`src/sv/mrs_pkg.sv`:
```
// Shared types, constants and the CRC step for the Modbus RTU slave responder.
// No dependencies; every other file of the block imports this package.
`timescale 1ns / 1ps
`default_nettype none

package mrs_pkg;

	localparam int REG_COUNT_DEF       = 16;
	localparam int MAX_FRAME_BYTES_DEF = 64;
	localparam int MIN_FRAME_BYTES     = 8;
	localparam int HDR_BYTES           = 6;
	localparam int CMD_AW              = 5;
	localparam int Q_DEPTH             = 2;

	localparam logic [15:0] CRC_INIT       = 16'hFFFF;
	localparam logic [15:0] CRC_POLY       = 16'hA001;
	localparam logic [7:0]  OWN_ADDR_RESET = 8'h01;

	localparam logic [7:0] FC_READ_HOLDING = 8'h03;
	localparam logic [7:0] FC_READ_INPUT   = 8'h04;
	localparam logic [7:0] FC_WRITE_SINGLE = 8'h06;

	localparam logic OP_BUS_BYTE    = 1'b0;
	localparam logic OP_LOCAL_WRITE = 1'b1;
	localparam logic KIND_TX_BYTE   = 1'b0;
	localparam logic KIND_NOTE      = 1'b1;

	typedef struct packed {
		logic        op;
		logic [7:0]  rx_byte;
		logic        frame_end;
		logic [3:0]  local_index;
		logic [15:0] local_value;
	} in_item_t;

	typedef struct packed {
		logic        kind;
		logic [7:0]  tx_byte;
		logic [3:0]  note_index;
		logic [15:0] note_value;
		logic        note_write;
		logic        last;
	} out_item_t;

	typedef enum logic [1:0] {
		CMD_LOCAL,
		CMD_READ,
		CMD_WRITE
	} cmd_kind_t;

	typedef struct packed {
		cmd_kind_t         kind;
		logic [7:0]        fc;
		logic [CMD_AW-1:0] addr;
		logic [15:0]       value;
	} cmd_t;

	function automatic logic [15:0] crc_byte(input logic [15:0] crc, input logic [7:0] b);
		logic [15:0] c;
		c = crc ^ {8'h00, b};
		for (int i = 0; i < 8; i++) begin
			c = c[0] ? ((c >> 1) ^ CRC_POLY) : (c >> 1);
		end
		return c;
	endfunction

endpackage

`default_nettype wire

```
`src/sv/mrs_front.sv`:
```
// Receive side: collects frame bytes, CRC, header, and classifies each frame.
// Emits commands for the back end; depends on mrs_pkg.
`timescale 1ns / 1ps
`default_nettype none

module mrs_front #(
	parameter int REG_COUNT       = mrs_pkg::REG_COUNT_DEF,
	parameter int MAX_FRAME_BYTES = mrs_pkg::MAX_FRAME_BYTES_DEF
) (
	input  wire logic             clk,
	input  wire logic             arst_n,
	input  wire logic             in_valid,
	output logic                  in_stall,
	input  wire mrs_pkg::in_item_t in_data,
	input  wire logic [7:0]       own_address,
	output logic                  cmd_valid,
	output mrs_pkg::cmd_t         cmd,
	input  wire logic             cmd_full
);
	import mrs_pkg::*;

	localparam int CNT_W = $clog2(MAX_FRAME_BYTES + 1);

	logic [15:0]      crc_q;
	logic [15:0]      trail_q;
	logic [7:0]       hdr_q [HDR_BYTES];
	logic [CNT_W-1:0] cnt_q;
	logic             ovf_q;
	logic             fend_q;
	logic             cmd_vld_q;
	cmd_t             cmd_q;

	logic        acc;
	logic        take_byte;
	logic [15:0] recv;
	logic [15:0] a_w;
	logic [15:0] q_w;
	logic [16:0] span;
	logic        frame_ok;
	logic        is_rd;
	logic        is_wr;
	logic        local_ok;

	assign in_stall  = fend_q || cmd_vld_q;
	assign acc       = in_valid && !in_stall;
	assign take_byte = acc && (in_data.op == OP_BUS_BYTE) && !ovf_q
		&& (cnt_q < CNT_W'(MAX_FRAME_BYTES));

	assign recv     = {trail_q[7:0], trail_q[15:8]};
	assign a_w      = {hdr_q[2], hdr_q[3]};
	assign q_w      = {hdr_q[4], hdr_q[5]};
	assign span     = {1'b0, a_w} + {1'b0, q_w};
	assign frame_ok = !ovf_q && (cnt_q >= CNT_W'(MIN_FRAME_BYTES)) && (recv == crc_q)
		&& (hdr_q[0] == own_address);
	assign is_rd    = ((hdr_q[1] == FC_READ_HOLDING) || (hdr_q[1] == FC_READ_INPUT))
		&& (span <= 17'(REG_COUNT));
	assign is_wr    = (hdr_q[1] == FC_WRITE_SINGLE) && (a_w < 16'(REG_COUNT));
	assign local_ok = {1'b0, in_data.local_index} < 5'(REG_COUNT);

	assign cmd_valid = cmd_vld_q;
	assign cmd       = cmd_q;

	always_ff @(posedge clk or negedge arst_n) begin
		if (!arst_n) begin
			crc_q     <= CRC_INIT;
			trail_q   <= '0;
			cnt_q     <= '0;
			ovf_q     <= 1'b0;
			fend_q    <= 1'b0;
			cmd_vld_q <= 1'b0;
			cmd_q     <= '0;
			for (int i = 0; i < HDR_BYTES; i++) begin
				hdr_q[i] <= '0;
			end
		end else begin
			if (cmd_vld_q && !cmd_full) begin
				cmd_vld_q <= 1'b0;
			end
			if (take_byte) begin
				if (cnt_q < CNT_W'(HDR_BYTES)) begin
					hdr_q[cnt_q[2:0]] <= in_data.rx_byte;
				end
				if (cnt_q >= CNT_W'(2)) begin
					crc_q <= crc_byte(crc_q, trail_q[15:8]);
				end
				trail_q <= {trail_q[7:0], in_data.rx_byte};
				cnt_q   <= cnt_q + CNT_W'(1);
			end else if (acc && (in_data.op == OP_BUS_BYTE)) begin
				ovf_q <= 1'b1;
			end
			if (acc && (in_data.op == OP_BUS_BYTE) && in_data.frame_end) begin
				fend_q <= 1'b1;
			end
			if (acc && (in_data.op == OP_LOCAL_WRITE) && local_ok) begin
				cmd_vld_q   <= 1'b1;
				cmd_q.kind  <= CMD_LOCAL;
				cmd_q.fc    <= '0;
				cmd_q.addr  <= CMD_AW'(in_data.local_index);
				cmd_q.value <= in_data.local_value;
			end
			if (fend_q) begin
				fend_q      <= 1'b0;
				cmd_vld_q   <= frame_ok && (is_rd || is_wr);
				cmd_q.kind  <= is_rd ? CMD_READ : CMD_WRITE;
				cmd_q.fc    <= hdr_q[1];
				cmd_q.addr  <= CMD_AW'(a_w);
				cmd_q.value <= q_w;
				crc_q       <= CRC_INIT;
				trail_q     <= '0;
				cnt_q       <= '0;
				ovf_q       <= 1'b0;
				for (int i = 0; i < HDR_BYTES; i++) begin
					hdr_q[i] <= '0;
				end
			end
		end
	end

endmodule

`default_nettype wire

```
`src/sv/mrs_queue.sv`:
```
// Short command queue between the receive side and the response sequencer.
// Depends on mrs_pkg for the command type and depth.
`timescale 1ns / 1ps
`default_nettype none

module mrs_queue (
	input  wire logic          clk,
	input  wire logic          arst_n,
	input  wire logic          push,
	input  wire mrs_pkg::cmd_t din,
	output logic               full,
	input  wire logic          pop,
	output mrs_pkg::cmd_t      dout,
	output logic               empty
);
	import mrs_pkg::*;

	localparam int PTR_W = (Q_DEPTH > 1) ? $clog2(Q_DEPTH) : 1;
	localparam int FILL_W = $clog2(Q_DEPTH + 1);

	cmd_t              mem_q [Q_DEPTH];
	logic [PTR_W-1:0]  wr_q;
	logic [PTR_W-1:0]  rd_q;
	logic [FILL_W-1:0] fill_q;

	logic do_push;
	logic do_pop;

	assign full    = (fill_q == FILL_W'(Q_DEPTH));
	assign empty   = (fill_q == '0);
	assign do_push = push && !full;
	assign do_pop  = pop && !empty;
	assign dout    = mem_q[rd_q];

	always_ff @(posedge clk) begin
		if (do_push) begin
			mem_q[wr_q] <= din;
		end
	end

	always_ff @(posedge clk or negedge arst_n) begin
		if (!arst_n) begin
			wr_q   <= '0;
			rd_q   <= '0;
			fill_q <= '0;
		end else begin
			if (do_push) begin
				wr_q <= (wr_q == PTR_W'(Q_DEPTH - 1)) ? '0 : wr_q + PTR_W'(1);
			end
			if (do_pop) begin
				rd_q <= (rd_q == PTR_W'(Q_DEPTH - 1)) ? '0 : rd_q + PTR_W'(1);
			end
			if (do_push && !do_pop) begin
				fill_q <= fill_q + FILL_W'(1);
			end else if (do_pop && !do_push) begin
				fill_q <= fill_q - FILL_W'(1);
			end
		end
	end

endmodule

`default_nettype wire

```
`src/sv/mrs_back.sv`:
```
// Response sequencer: owns the register bank, runs commands from the queue
// and streams notifications and response bytes with CRC. Depends on mrs_pkg.
`timescale 1ns / 1ps
`default_nettype none

module mrs_back #(
	parameter int REG_COUNT = mrs_pkg::REG_COUNT_DEF
) (
	input  wire logic          clk,
	input  wire logic          arst_n,
	input  wire mrs_pkg::cmd_t cmd,
	input  wire logic          cmd_empty,
	output logic               cmd_pop,
	input  wire logic [7:0]    own_address,
	output logic               out_valid,
	input  wire logic          out_stall,
	output mrs_pkg::out_item_t out_data
);
	import mrs_pkg::*;

	localparam int BANK_AW = (REG_COUNT > 1) ? $clog2(REG_COUNT) : 1;
	localparam logic [2:0] HDR_LAST_RD = 3'd2;
	localparam logic [2:0] HDR_LAST_WR = 3'd5;

	typedef enum logic [6:0] {
		S_IDLE  = 7'b0000001,
		S_RNOTE = 7'b0000010,
		S_WNOTE = 7'b0000100,
		S_HDR   = 7'b0001000,
		S_DATA  = 7'b0010000,
		S_CRCL  = 7'b0100000,
		S_CRCH  = 7'b1000000
	} state_t;

	logic [15:0]       bank_q [REG_COUNT];
	state_t            st_q;
	logic              rd_q;
	logic [7:0]        fc_q;
	logic [CMD_AW-1:0] addr_q;
	logic [15:0]       val_q;
	logic [CMD_AW-1:0] cnt_q;
	logic [2:0]        step_q;
	logic              half_q;
	logic [15:0]       crc_q;
	logic              out_vld_q;
	out_item_t         out_q;

	logic              advance;
	logic [CMD_AW-1:0] ridx;
	logic [CMD_AW-1:0] cnt_inc;
	logic              cnt_done;
	logic [15:0]       rdata;
	out_item_t         item;
	logic [15:0]       crc_next;

	assign advance  = !out_vld_q || !out_stall;
	assign ridx     = addr_q + cnt_q;
	assign cnt_inc  = cnt_q + CMD_AW'(1);
	assign cnt_done = (cnt_inc == val_q[CMD_AW-1:0]);
	assign rdata    = bank_q[ridx[BANK_AW-1:0]];
	assign cmd_pop  = (st_q == S_IDLE) && !cmd_empty;
	assign crc_next = crc_byte(crc_q, item.tx_byte);

	assign out_valid = out_vld_q;
	assign out_data  = out_q;

	always_comb begin
		item      = '0;
		item.kind = KIND_TX_BYTE;
		case (st_q)
			S_RNOTE: begin
				item.kind       = KIND_NOTE;
				item.note_index = 4'(ridx);
				item.note_value = rdata;
			end
			S_WNOTE: begin
				item.kind       = KIND_NOTE;
				item.note_index = 4'(addr_q);
				item.note_value = val_q;
				item.note_write = 1'b1;
			end
			S_HDR: begin
				case (step_q)
					3'd0: item.tx_byte = own_address;
					3'd1: item.tx_byte = fc_q;
					3'd2: item.tx_byte = rd_q ? {val_q[6:0], 1'b0} : 8'h00;
					3'd3: item.tx_byte = 8'(addr_q);
					3'd4: item.tx_byte = val_q[15:8];
					default: item.tx_byte = val_q[7:0];
				endcase
			end
			S_DATA: item.tx_byte = half_q ? rdata[7:0] : rdata[15:8];
			S_CRCL: item.tx_byte = crc_q[7:0];
			S_CRCH: begin
				item.tx_byte = crc_q[15:8];
				item.last    = 1'b1;
			end
			default: item = '0;
		endcase
	end

	always_ff @(posedge clk or negedge arst_n) begin
		if (!arst_n) begin
			st_q      <= S_IDLE;
			rd_q      <= 1'b0;
			fc_q      <= '0;
			addr_q    <= '0;
			val_q     <= '0;
			cnt_q     <= '0;
			step_q    <= '0;
			half_q    <= 1'b0;
			crc_q     <= CRC_INIT;
			out_vld_q <= 1'b0;
			out_q     <= '0;
			for (int i = 0; i < REG_COUNT; i++) begin
				bank_q[i] <= '0;
			end
		end else begin
			if (advance) begin
				out_vld_q <= (st_q != S_IDLE);
				out_q     <= item;
			end
			case (st_q)
				S_IDLE: begin
					if (!cmd_empty) begin
						rd_q   <= (cmd.kind == CMD_READ);
						fc_q   <= cmd.fc;
						addr_q <= cmd.addr;
						val_q  <= cmd.value;
						cnt_q  <= '0;
						step_q <= '0;
						half_q <= 1'b0;
						crc_q  <= CRC_INIT;
						case (cmd.kind)
							CMD_LOCAL: bank_q[cmd.addr[BANK_AW-1:0]] <= cmd.value;
							CMD_WRITE: begin
								bank_q[cmd.addr[BANK_AW-1:0]] <= cmd.value;
								st_q <= S_WNOTE;
							end
							CMD_READ: st_q <= (cmd.value == '0) ? S_HDR : S_RNOTE;
							default: st_q <= S_IDLE;
						endcase
					end
				end
				S_RNOTE: begin
					if (advance) begin
						if (cnt_done) begin
							cnt_q <= '0;
							st_q  <= S_HDR;
						end else begin
							cnt_q <= cnt_inc;
						end
					end
				end
				S_WNOTE: begin
					if (advance) begin
						st_q <= S_HDR;
					end
				end
				S_HDR: begin
					if (advance) begin
						crc_q <= crc_next;
						if (rd_q && (step_q == HDR_LAST_RD)) begin
							cnt_q  <= '0;
							half_q <= 1'b0;
							st_q   <= (val_q == '0) ? S_CRCL : S_DATA;
						end else if (step_q == HDR_LAST_WR) begin
							st_q <= S_CRCL;
						end else begin
							step_q <= step_q + 3'd1;
						end
					end
				end
				S_DATA: begin
					if (advance) begin
						crc_q  <= crc_next;
						half_q <= !half_q;
						if (half_q) begin
							if (cnt_done) begin
								st_q <= S_CRCL;
							end else begin
								cnt_q <= cnt_inc;
							end
						end
					end
				end
				S_CRCL: begin
					if (advance) begin
						st_q <= S_CRCH;
					end
				end
				S_CRCH: begin
					if (advance) begin
						st_q <= S_IDLE;
					end
				end
				default: st_q <= S_IDLE;
			endcase
		end
	end

endmodule

`default_nettype wire

```
`src/sv/modbus_rtu_slave_responder.sv`:
```
// Top level of the Modbus RTU slave responder (function codes 3, 4 and 6).
// Instantiates mrs_front, mrs_queue and mrs_back; depends on mrs_pkg.
`timescale 1ns / 1ps
`default_nettype none

// A bus byte that does not end a frame is taken without holding the input. A
// frame-end byte holds the input while the receive side checks the frame, and
// longer when the frame yields a command for the two-entry queue; a local
// register write holds the input while its command enters the queue. A full
// queue holds the input longer. The response sequencer then emits one result
// per cycle when the output is not stalled: q read notifications, then 5 + 2q
// response bytes for a read, or one write notification and 8 bytes for a
// single register write. The last byte of each response carries last.

module modbus_rtu_slave_responder #(
	parameter int REG_COUNT       = mrs_pkg::REG_COUNT_DEF,
	parameter int MAX_FRAME_BYTES = mrs_pkg::MAX_FRAME_BYTES_DEF
) (
	input  wire logic              clk,
	input  wire logic              arst_n,
	input  wire logic              in_valid,
	output logic                   in_stall,
	input  wire mrs_pkg::in_item_t in_data,
	output logic                   out_valid,
	input  wire logic              out_stall,
	output mrs_pkg::out_item_t     out_data,
	input  wire logic              cfg_valid,
	output logic                   cfg_ready,
	input  wire logic [7:0]        cfg_data
);
	import mrs_pkg::*;

	logic [7:0] own_q;
	logic       cmd_valid;
	cmd_t       cmd_in;
	cmd_t       cmd_out;
	logic       cmd_full;
	logic       cmd_empty;
	logic       cmd_pop;

	assign cfg_ready = 1'b1;

	always_ff @(posedge clk or negedge arst_n) begin
		if (!arst_n) begin
			own_q <= OWN_ADDR_RESET;
		end else if (cfg_valid && cfg_ready) begin
			own_q <= cfg_data;
		end
	end

	mrs_front #(
		.REG_COUNT      (REG_COUNT),
		.MAX_FRAME_BYTES(MAX_FRAME_BYTES)
	) u_front (
		.clk        (clk),
		.arst_n     (arst_n),
		.in_valid   (in_valid),
		.in_stall   (in_stall),
		.in_data    (in_data),
		.own_address(own_q),
		.cmd_valid  (cmd_valid),
		.cmd        (cmd_in),
		.cmd_full   (cmd_full)
	);

	mrs_queue u_queue (
		.clk   (clk),
		.arst_n(arst_n),
		.push  (cmd_valid),
		.din   (cmd_in),
		.full  (cmd_full),
		.pop   (cmd_pop),
		.dout  (cmd_out),
		.empty (cmd_empty)
	);

	mrs_back #(
		.REG_COUNT(REG_COUNT)
	) u_back (
		.clk        (clk),
		.arst_n     (arst_n),
		.cmd        (cmd_out),
		.cmd_empty  (cmd_empty),
		.cmd_pop    (cmd_pop),
		.own_address(own_q),
		.out_valid  (out_valid),
		.out_stall  (out_stall),
		.out_data   (out_data)
	);

endmodule

`default_nettype wire

```
`config.mk`:
```
export PLATFORM = sky130hd
export DESIGN_NAME = modbus_rtu_slave_responder
export DESIGN_NICKNAME = d
export VERILOG_FILES = /design/src/sv/mrs_pkg.sv /design/src/sv/mrs_front.sv /design/src/sv/mrs_queue.sv /design/src/sv/mrs_back.sv /design/src/sv/modbus_rtu_slave_responder.sv
export SDC_FILE = /design/constraint.sdc
export NUM_CORES = 1
export LEC_CHECK = 0
export BUFFER_PORTS_ARGS = -buffer_cell sky130_fd_sc_hd__buf_4
export CAP_MARGIN = 15
export CORE_ASPECT_RATIO = 1.5
export CORE_MARGIN = 2
export CORE_UTILIZATION = 60
export CTS_CLUSTER_SIZE = 20
export DETAILED_ROUTE_END_ITERATION = 8
export PLACE_DENSITY = 0.77
export SLEW_MARGIN = 20
export SYNTH_ARGS = -nofsm -noshare
export SYNTH_HDL_FRONTEND = slang
export SYNTH_SLANG_ARGS = --single-unit
```
`constraint.sdc`:
```
create_clock -name clk -period 9.5 [get_ports clk]
set_input_delay 0.475 -clock clk [delete_from_list [all_inputs] [get_ports clk]]
set_output_delay 0.475 -clock clk [all_outputs]
set_load 0.02 [all_outputs]
```
# Word level (Yosys, flattened, before mapping)
# Memories as Yosys holds them, arrays and structs flattened.
# Cells that the tools add are included.
[op_classes]
n_mux = 98
order_cmp = 11
bitwise_logic = 23
n_reduce_logical = 62
n_addsub = 9
n_eq_ne = 40
[ops]
columns = ["cell", "n"]
rows = [
  ["$mux W16", 26],
  ["$bwmux W256", 1],
  ["$mux W48", 3],
  ["$mux W7", 14],
  ["$bmux W16 S4", 1],
  ["$demux W16 S4", 1],
  ["$mux W31", 2],
  ["$pmux W7 S7", 1],
  ["$bwmux W48", 1],
  ["$not A2 Y3", 16],
  ["$mux W5", 8],
  ["$pmux W20 S2", 1],
  ["$pmux W8 S5", 1],
  ["$logic_not A16 Y1", 2],
  ["$pmux W16 S2", 1],
  ["$pmux W8 S4", 1],
  ["$xor A16 B8 Y16", 2],
  ["$demux W8 S3", 1],
  ["$mux W8", 3],
  ["$ne A2 B1 Y1 const B", 12],
  ["$pmux W7 S3", 1],
  ["$logic_and A1 B1 Y1", 20],
  ["$pmux W5 S4", 1],
  ["$mux W1", 19],
  ["60 further kinds", 104],
]
[totals]
input_bits = 43
wordCells = 296
register_bits = 483
mem_count = 1
ram_bits = 62
output_inout_bits = 34
[mem_list]
columns = ["memory", "depth", "word_bits", "read_ports", "rd_clocked_by_memory_dff", "write_ports", "line_no", "text"]
rows = [
  ["u_queue.mem_q", 2, 31, 1, 0, 1, "mrs_queue.sv:21", "cmd_t mem_q [Q_DEPTH];"],
]

# Logic depth before layout (Yosys ltp)
[logic_depth]
ltp_word = 26
mapped_depth = 15
ltp_nobuf = 13

# Hierarchy
# Synthesis repeated with hierarchy kept, for this count alone.
[unflattened]
hier_cells = 2078
area_unflattened_um2 = 26487.9
[modules_own_cells]
columns = ["module", "area_per_inst_um2", "cells_each", "n_inst", "seq_area_each_um2"]
rows = [
  ["mrs_back", 17113.9, 1275, 1, 8779.7],
  ["mrs_front", 6442.4, 668, 1, 3047.9],
  ["mrs_queue", 2587.5, 116, 1, 1961.9],
  ["modbus_rtu_slave_responder", 344.1, 19, 1, 201.4],
]

# Worst setup path before layout
# Ideal clock, no wire load.
[synth_timing]
kind = "flip-flop to flip-flop"
from = "register u_back.cnt_q[0]"
to = "register u_back.crc_q[0]"
period_less_slack_ns = 4.116
stages_incl_launch_ff = 14
arrival_time_ns = 4.043
required_ns = 9.427
setup_time_ns = 0.073
n_path_buf = 2
path_slack_ns = 5.384
path_cell_list = "dfrtp_1 ha_1 fa_1 buf_2 buf_1 mux4_2 mux2_2 a21oi_1 o221ai_1 xor2_2 xnor2_1 xnor3_2 xor3_1 a21oi_1"
[synth_via]
elab_chain_cells = 19
word_cells_on_any_way = 25
classes_between = "add/sub: 1; mux: 15; bitwise: 9"
[synth_lines]
columns = ["element", "line_no", "text"]
rows = [
  ["from (decl)", "mrs_back.sv:41", "logic [CMD_AW-1:0] cnt_q;"],
  ["from (signal assigned)", "mrs_back.sv:151", "cnt_q <= cnt_inc;"],
  ["from (signal assigned)", "mrs_back.sv:182", "cnt_q <= cnt_inc;"],
  ["$add A4 B4 Y4 *", "mrs_back.sv:57", "assign ridx = addr_q + cnt_q;"],
  ["$not A4 Y5 (implied by the code) *", "mrs_back.sv:60", "assign rdata = bank_q[ridx[BANK_AW-1:0]];"],
  ["$bmux W16 S4 *", "mrs_back.sv:60", ""],
  ["$mux W16 (implied by the code) * (2 in a row)", "mrs_back.sv:60", ""],
  ["$mux W8 *", "mrs_back.sv:92", "S_DATA: item.tx_byte = half_q ? rdata[7:0] : rdata[15:8];"],
  ["$pmux W8 S4 *", "mrs_back.sv:70", "case (st_q)"],
  ["$xor A16 B8 Y16 *", "mrs_pkg.sv:60", "c = crc ^ {8'h00, b};"],
  ["$mux W16 * (6 in a row)", "mrs_pkg.sv:62", "c = c[0] ? ((c >> 1) ^ CRC_POLY) : (c >> 1);"],
  ["$not A2 Y3 (no line) or $mux W16 (tied branches)", "-", ""],
  ["$mux W16 * (2 in a row)", "mrs_pkg.sv:62", ""],
  ["$mux W16 *", "mrs_back.sv:161, mrs_back.sv:175", ""],
  ["$pmux W16 S2 *", "mrs_back.sv:123", "case (st_q)"],
  ["to (signal assigned)", "mrs_back.sv:162", "crc_q <= crc_next;"],
  ["to (signal assigned)", "mrs_back.sv:176", "crc_q <= crc_next;"],
  ["to (decl)", "mrs_back.sv:44", "logic [15:0] crc_q;"],
]
# Every way passes the cells marked *; elsewhere a longest branch is shown, timed or not. The select of a mux whose other input is x is not followed.
# A chain may end at the register's enable or synchronous reset.

# Worst setup path in the final report
# Same ends and word-level chain as after synthesis.

==> results.txt <==
The total via count in the routed design is around 18000. Global routing used slightly below 30% of the available tracks across all layers. The number of pins with negative max-slew slack in the final report came out at 0. The pin slew with the least headroom to its limit is about 1 ns. The number of cells produced by synthesis came out at about 2300.

The signal on the critical path passes through ha_4 -> buf_4 -> mux4_2 -> mux2_2 -> o21ai_1 -> o221ai_1 -> xor2_2 -> xnor2_1 -> xnor3_2 -> xor3_1 -> a21oi_1. The core occupancy in the finished layout came out at 67.41%. The root buffer cell chosen for the clock tree is sky130_fd_sc_hd__clkbuf_16. The cell total after placement is roughly 2800. The number of antenna violations at the first check in global routing came out at 0. The maximum net fanout on the critical path is 40. Port buffering added 75 buffers. During I/O placement, the number of pins put on the boundary was 77. The layout has 3051 filler cells. The total of endpoints with negative setup slack in the final report came out at 0.

For hold timing, the worst endpoint is u_front.fend_q. Setup repair after global routing left no endpoint under its margin. The area of the mapped netlist is between 20000 and 25000 um^2.

The net count of the mapped netlist came out at approximately 2400. The largest net degree at the start of global routing came out at approximately 170. The cell type contributing the most total cell area after synthesis is sky130_fd_sc_hd__dfrtp_1. The worst reg2reg path endpoint is u_back.crc_q[0].

The worst supply voltage drop on vdd came out at approximately 0.23 mV. For the worst-skew pair, the clock arrives at the later sink with an insertion delay of approximately 0.6 ns. The arrival time of data at the critical path endpoint came out at approximately 5.6 ns. The combined buffer and inverter count along the critical path is 1. The fraction of synthesis flops using an asynchronous set or reset pin is between 80% and 90%. The depth of the CTS H-tree is 2. TritonCTS built the clock tree.

The maximum number of buffers from clock root to sink is 3. The distinct cell type count after synthesis is 76. The worst hold path startpoint is in_data[20]. The relative max-transition margin is 34.50%. The worst min-delay path class is in -> reg. The core region is just over 40000 um^2. The horizontal die dimension is 170.6 um.

Once the floorplan was initialized, standard cells occupied between 60% and 70% of the core. Derived from the worst setup path, the maximum achievable clock frequency is ~0.20 GHz. Across the run, the number of max-cap violations was 0.

The worst-case reg-to-reg path depth is 11. The worst setup path is captured at a register. The first global-routing pass estimated ~98000 um of wire. Counting flops and latches in the post-synthesis netlist gives roughly 550. The worst clock skew on the final layout came out at around 0.02 ns. The synthesized netlist devotes between 10% and 20% of its cell area to compound gates. After synthesis, the cell types taking the most area are sky130_fd_sc_hd__dfrtp_1, sky130_fd_sc_hd__edfxtp_1, sky130_fd_sc_hd__o21ai_0, sky130_fd_sc_hd__nand2_1, sky130_fd_sc_hd__mux4_2. The kind of cell with the highest combined delay along the critical path is XOR/XNOR gates. The detail route stage leaves a number of antenna-violating nets equal to 0. The power density over cell area is between 300 and 400 nW/um^2. The synthesized netlist devotes about an eighth of its cell area to simple gates. The timing startpoint of the critical path is u_back.cnt_q[0]. The TritonCTS buffer count came out at 51. The count of routing violations after the opening detailed-route iteration came out at about 1400. The synthesized netlist devotes 1.864% of its cell area to adder and majority cells. The post-detailed-route via-to-cell ratio is roughly 6. The critical path is of the reg -> reg type.

Dividing the final minimum period by the clock period gives between 50% and 60%. In the post-synthesis netlist, the cell with the most instances is sky130_fd_sc_hd__nand2_1. Averaged over all synthesized cells, the footprint is ~11 um^2.

The kind of launch point of the worst setup path is a register. For this run, the leading register cell type out of synthesis is sky130_fd_sc_hd__dfrtp_1. Wires add up to 61900 um. The portion of synthesized cell area occupied by the leading cell type is 45.01%. The HPWL after detailed placement is ~40000 um.

The largest stage delay on the critical path is between 0.7 and 0.8 ns. By area, the combinational part of the netlist is dominated by compound AO/OA/AOI/OAI gates. The critical path required time is about 10 ns. The die height is roughly 250 um.

The synthesized netlist devotes about 3.2% of its cell area to XOR and XNOR gates. Relative to the synthesized area, the layout overhead comes to 10.99%. Dividing the detail-routed wire length by the instance count gives 21.05 um.

The number of sinks on the clock net came out at 545. The part of the Yosys area used for sequential elements came out at a little under three fifths. At the end of the flow, the number of nets in the layout was around 2400. The number of diodes added for antenna fixing is 0. The fraction of synthesized area in multiplexers is a little under an eighth. The number of synthesized flops with an enable pin came out at slightly above 60. Summed over all layers, the global routing overflow is 0. The clock transition at the register clock pins on the worst setup and hold paths after CTS came out at around 0.06 ns. The number of warnings issued by yosys is 0. By count the netlist is led by sky130_fd_sc_hd__nand2_1, sky130_fd_sc_hd__dfrtp_1, sky130_fd_sc_hd__o21ai_0. The die footprint is about 43000 um^2. Counting instances, the worst hold path has a depth of 2.

On the critical path, the stage with the largest delay is an instance of sky130_fd_sc_hd__buf_4. The count of non-filler cells in the finished layout is between 2000 and 3000. The number of placement rows came out at between 90 and 100. The first detailed-routing pass took 6 iterations. The analysis attributes to cell leakage a power of 12.39 nW. The global placement routability congestion is approximately 0.97. The count of instances resized after the clock tree is built came out at 0. The startpoint identified for the worst register-to-register timing path is u_back.cnt_q[0]. The run finished with clean final reports. The post-route minimum period came out at between 5 and 6 ns. The worst setup slack for register-to-register paths came out at roughly 4.4 ns. In the final timing run, aggregate negative setup slack is 0 ns. In the final layout, the share of cells above drive strength 1 is around 15%.

The via count of the first global-routing pass came out at about 18000. The number of hold violations in the final report was 0. For this run, design rule violations remaining after detail routing come to 0.
flip-flops by register name, indices dropped and copies added, names as in the netlist, 31 cells and up:
signal and flops:
u_front.hdr_q 32, u_queue.mem_q 62, u_front.cmd 31, u_back.out_data 31, u_back.bank_q 256
area by class of cell:
type,instances,area (um^2),area share (%)
clock inverters,29,254.0,0.9166
multi-input cells,1592,10280,37.11
flip-flops and latches,545,13990,50.50
well taps,558,698.2,2.520
inverters,22,82.58,0.2980
repair buffers,130,1018,3.676
clock buffers,65,1379,4.976
worst max-delay path by stage:
stage	end	slack (ns)	depth (start not counted)
3_3_place_gp	u_back.crc_q[0]	4.43	11
4_1_cts	u_back.crc_q[0]	4.36	11
2_1_floorplan	u_back.crc_q[0]	5.38	13
6_report	u_back.crc_q[0]	4.38	11
5_1_grt	u_back.crc_q[0]	4.12	11
3_5_place_dp	u_back.crc_q[0]	4.38	11
stage by stage:
step,hold WS (ns),cell area (um^2),setup WS (ns),power [W]
CTS,0.08873,27670,4.356,0.009332
floorplan,0.1794,24970,5.384,0.006291
global placement,0.4497,26020,4.430,0.007150
detailed placement,0.4575,26020,4.382,0.007321
finish,0.1046,27710,4.384,0.009331
global route,0.09155,27710,4.119,0.009891
worst register-to-register path, cell delays in order (launching register included):
cell and delay (ns):
sky130_fd_sc_hd__dfrtp_1 0.47, sky130_fd_sc_hd__ha_4 0.64, sky130_fd_sc_hd__buf_4 0.75, sky130_fd_sc_hd__mux4_2 0.64, sky130_fd_sc_hd__mux2_2 0.27, sky130_fd_sc_hd__o21ai_1 0.51
sky130_fd_sc_hd__o221ai_1 0.31, sky130_fd_sc_hd__xor2_2 0.22, sky130_fd_sc_hd__xnor2_1 0.23, sky130_fd_sc_hd__xnor3_2 0.50, sky130_fd_sc_hd__xor3_1 0.36, sky130_fd_sc_hd__a21oi_1 0.15
report_power, final:
part           internal, W  total [W]  switching (W)
registers          0.00325    0.00391       0.000655
logic              0.00150    0.00343        0.00193
clock network      0.00111    0.00199       0.000882
layer usage:
metal | vias up | GRT usage, % | wire, um
met2 | 686 | 50.61 | 31310
met4 | 0 | 15.46 | 3428
met1 | 8867 | 36.34 | 23240
met3 | 188 | 4.236 | 3920
met5 | - | 0 | 0
li1 | 8173 | - | -
logic make-up (layout without fill, tap and decap cells):
group / after synthesis / after routing
buffers and inverters: 178 / 246
xor gates and xnor gates: 79 / 79
other: 1 / 1
adders and majority gates: 36 / 36
and+or+nand+nor: 738 / 738
DFF: 545 / 545
AOI/OAI and AO/OA: 539 / 539
muxes: 199 / 199
layout by cell type (no fill, tap or decap), drive strengths merged, types with 5 or more instances in the layout:
master / count
nor2b: 7
clkinv: 24
a22oi: 31
mux2: 20
xor2: 32
nand4: 12
o22ai: 5
or4: 6
buf: 129
and3: 6
o211ai: 5
o22a: 5
nand2: 464
nor4: 15
nor2: 154
edfxtp: 62
o21ai: 366
clkbuf: 65
mux2i: 113
ha: 34
dfstp: 34
nand2b: 8
mux4: 66
xnor2: 44
a21oi: 53
nor3: 29
dfrtp: 449
a211oi: 5
nand3: 17
a31oi: 8
a21o: 10
inv: 21
and2: 5
a221oi: 16
timing repair:
item	4_1_cts	5_1_grt
setup buffers	0	0
hold buffers	1	0
endpoints found under the hold margin	95	0
setup endpoints to repair	0	0
(Power assumes the default switching activity.)
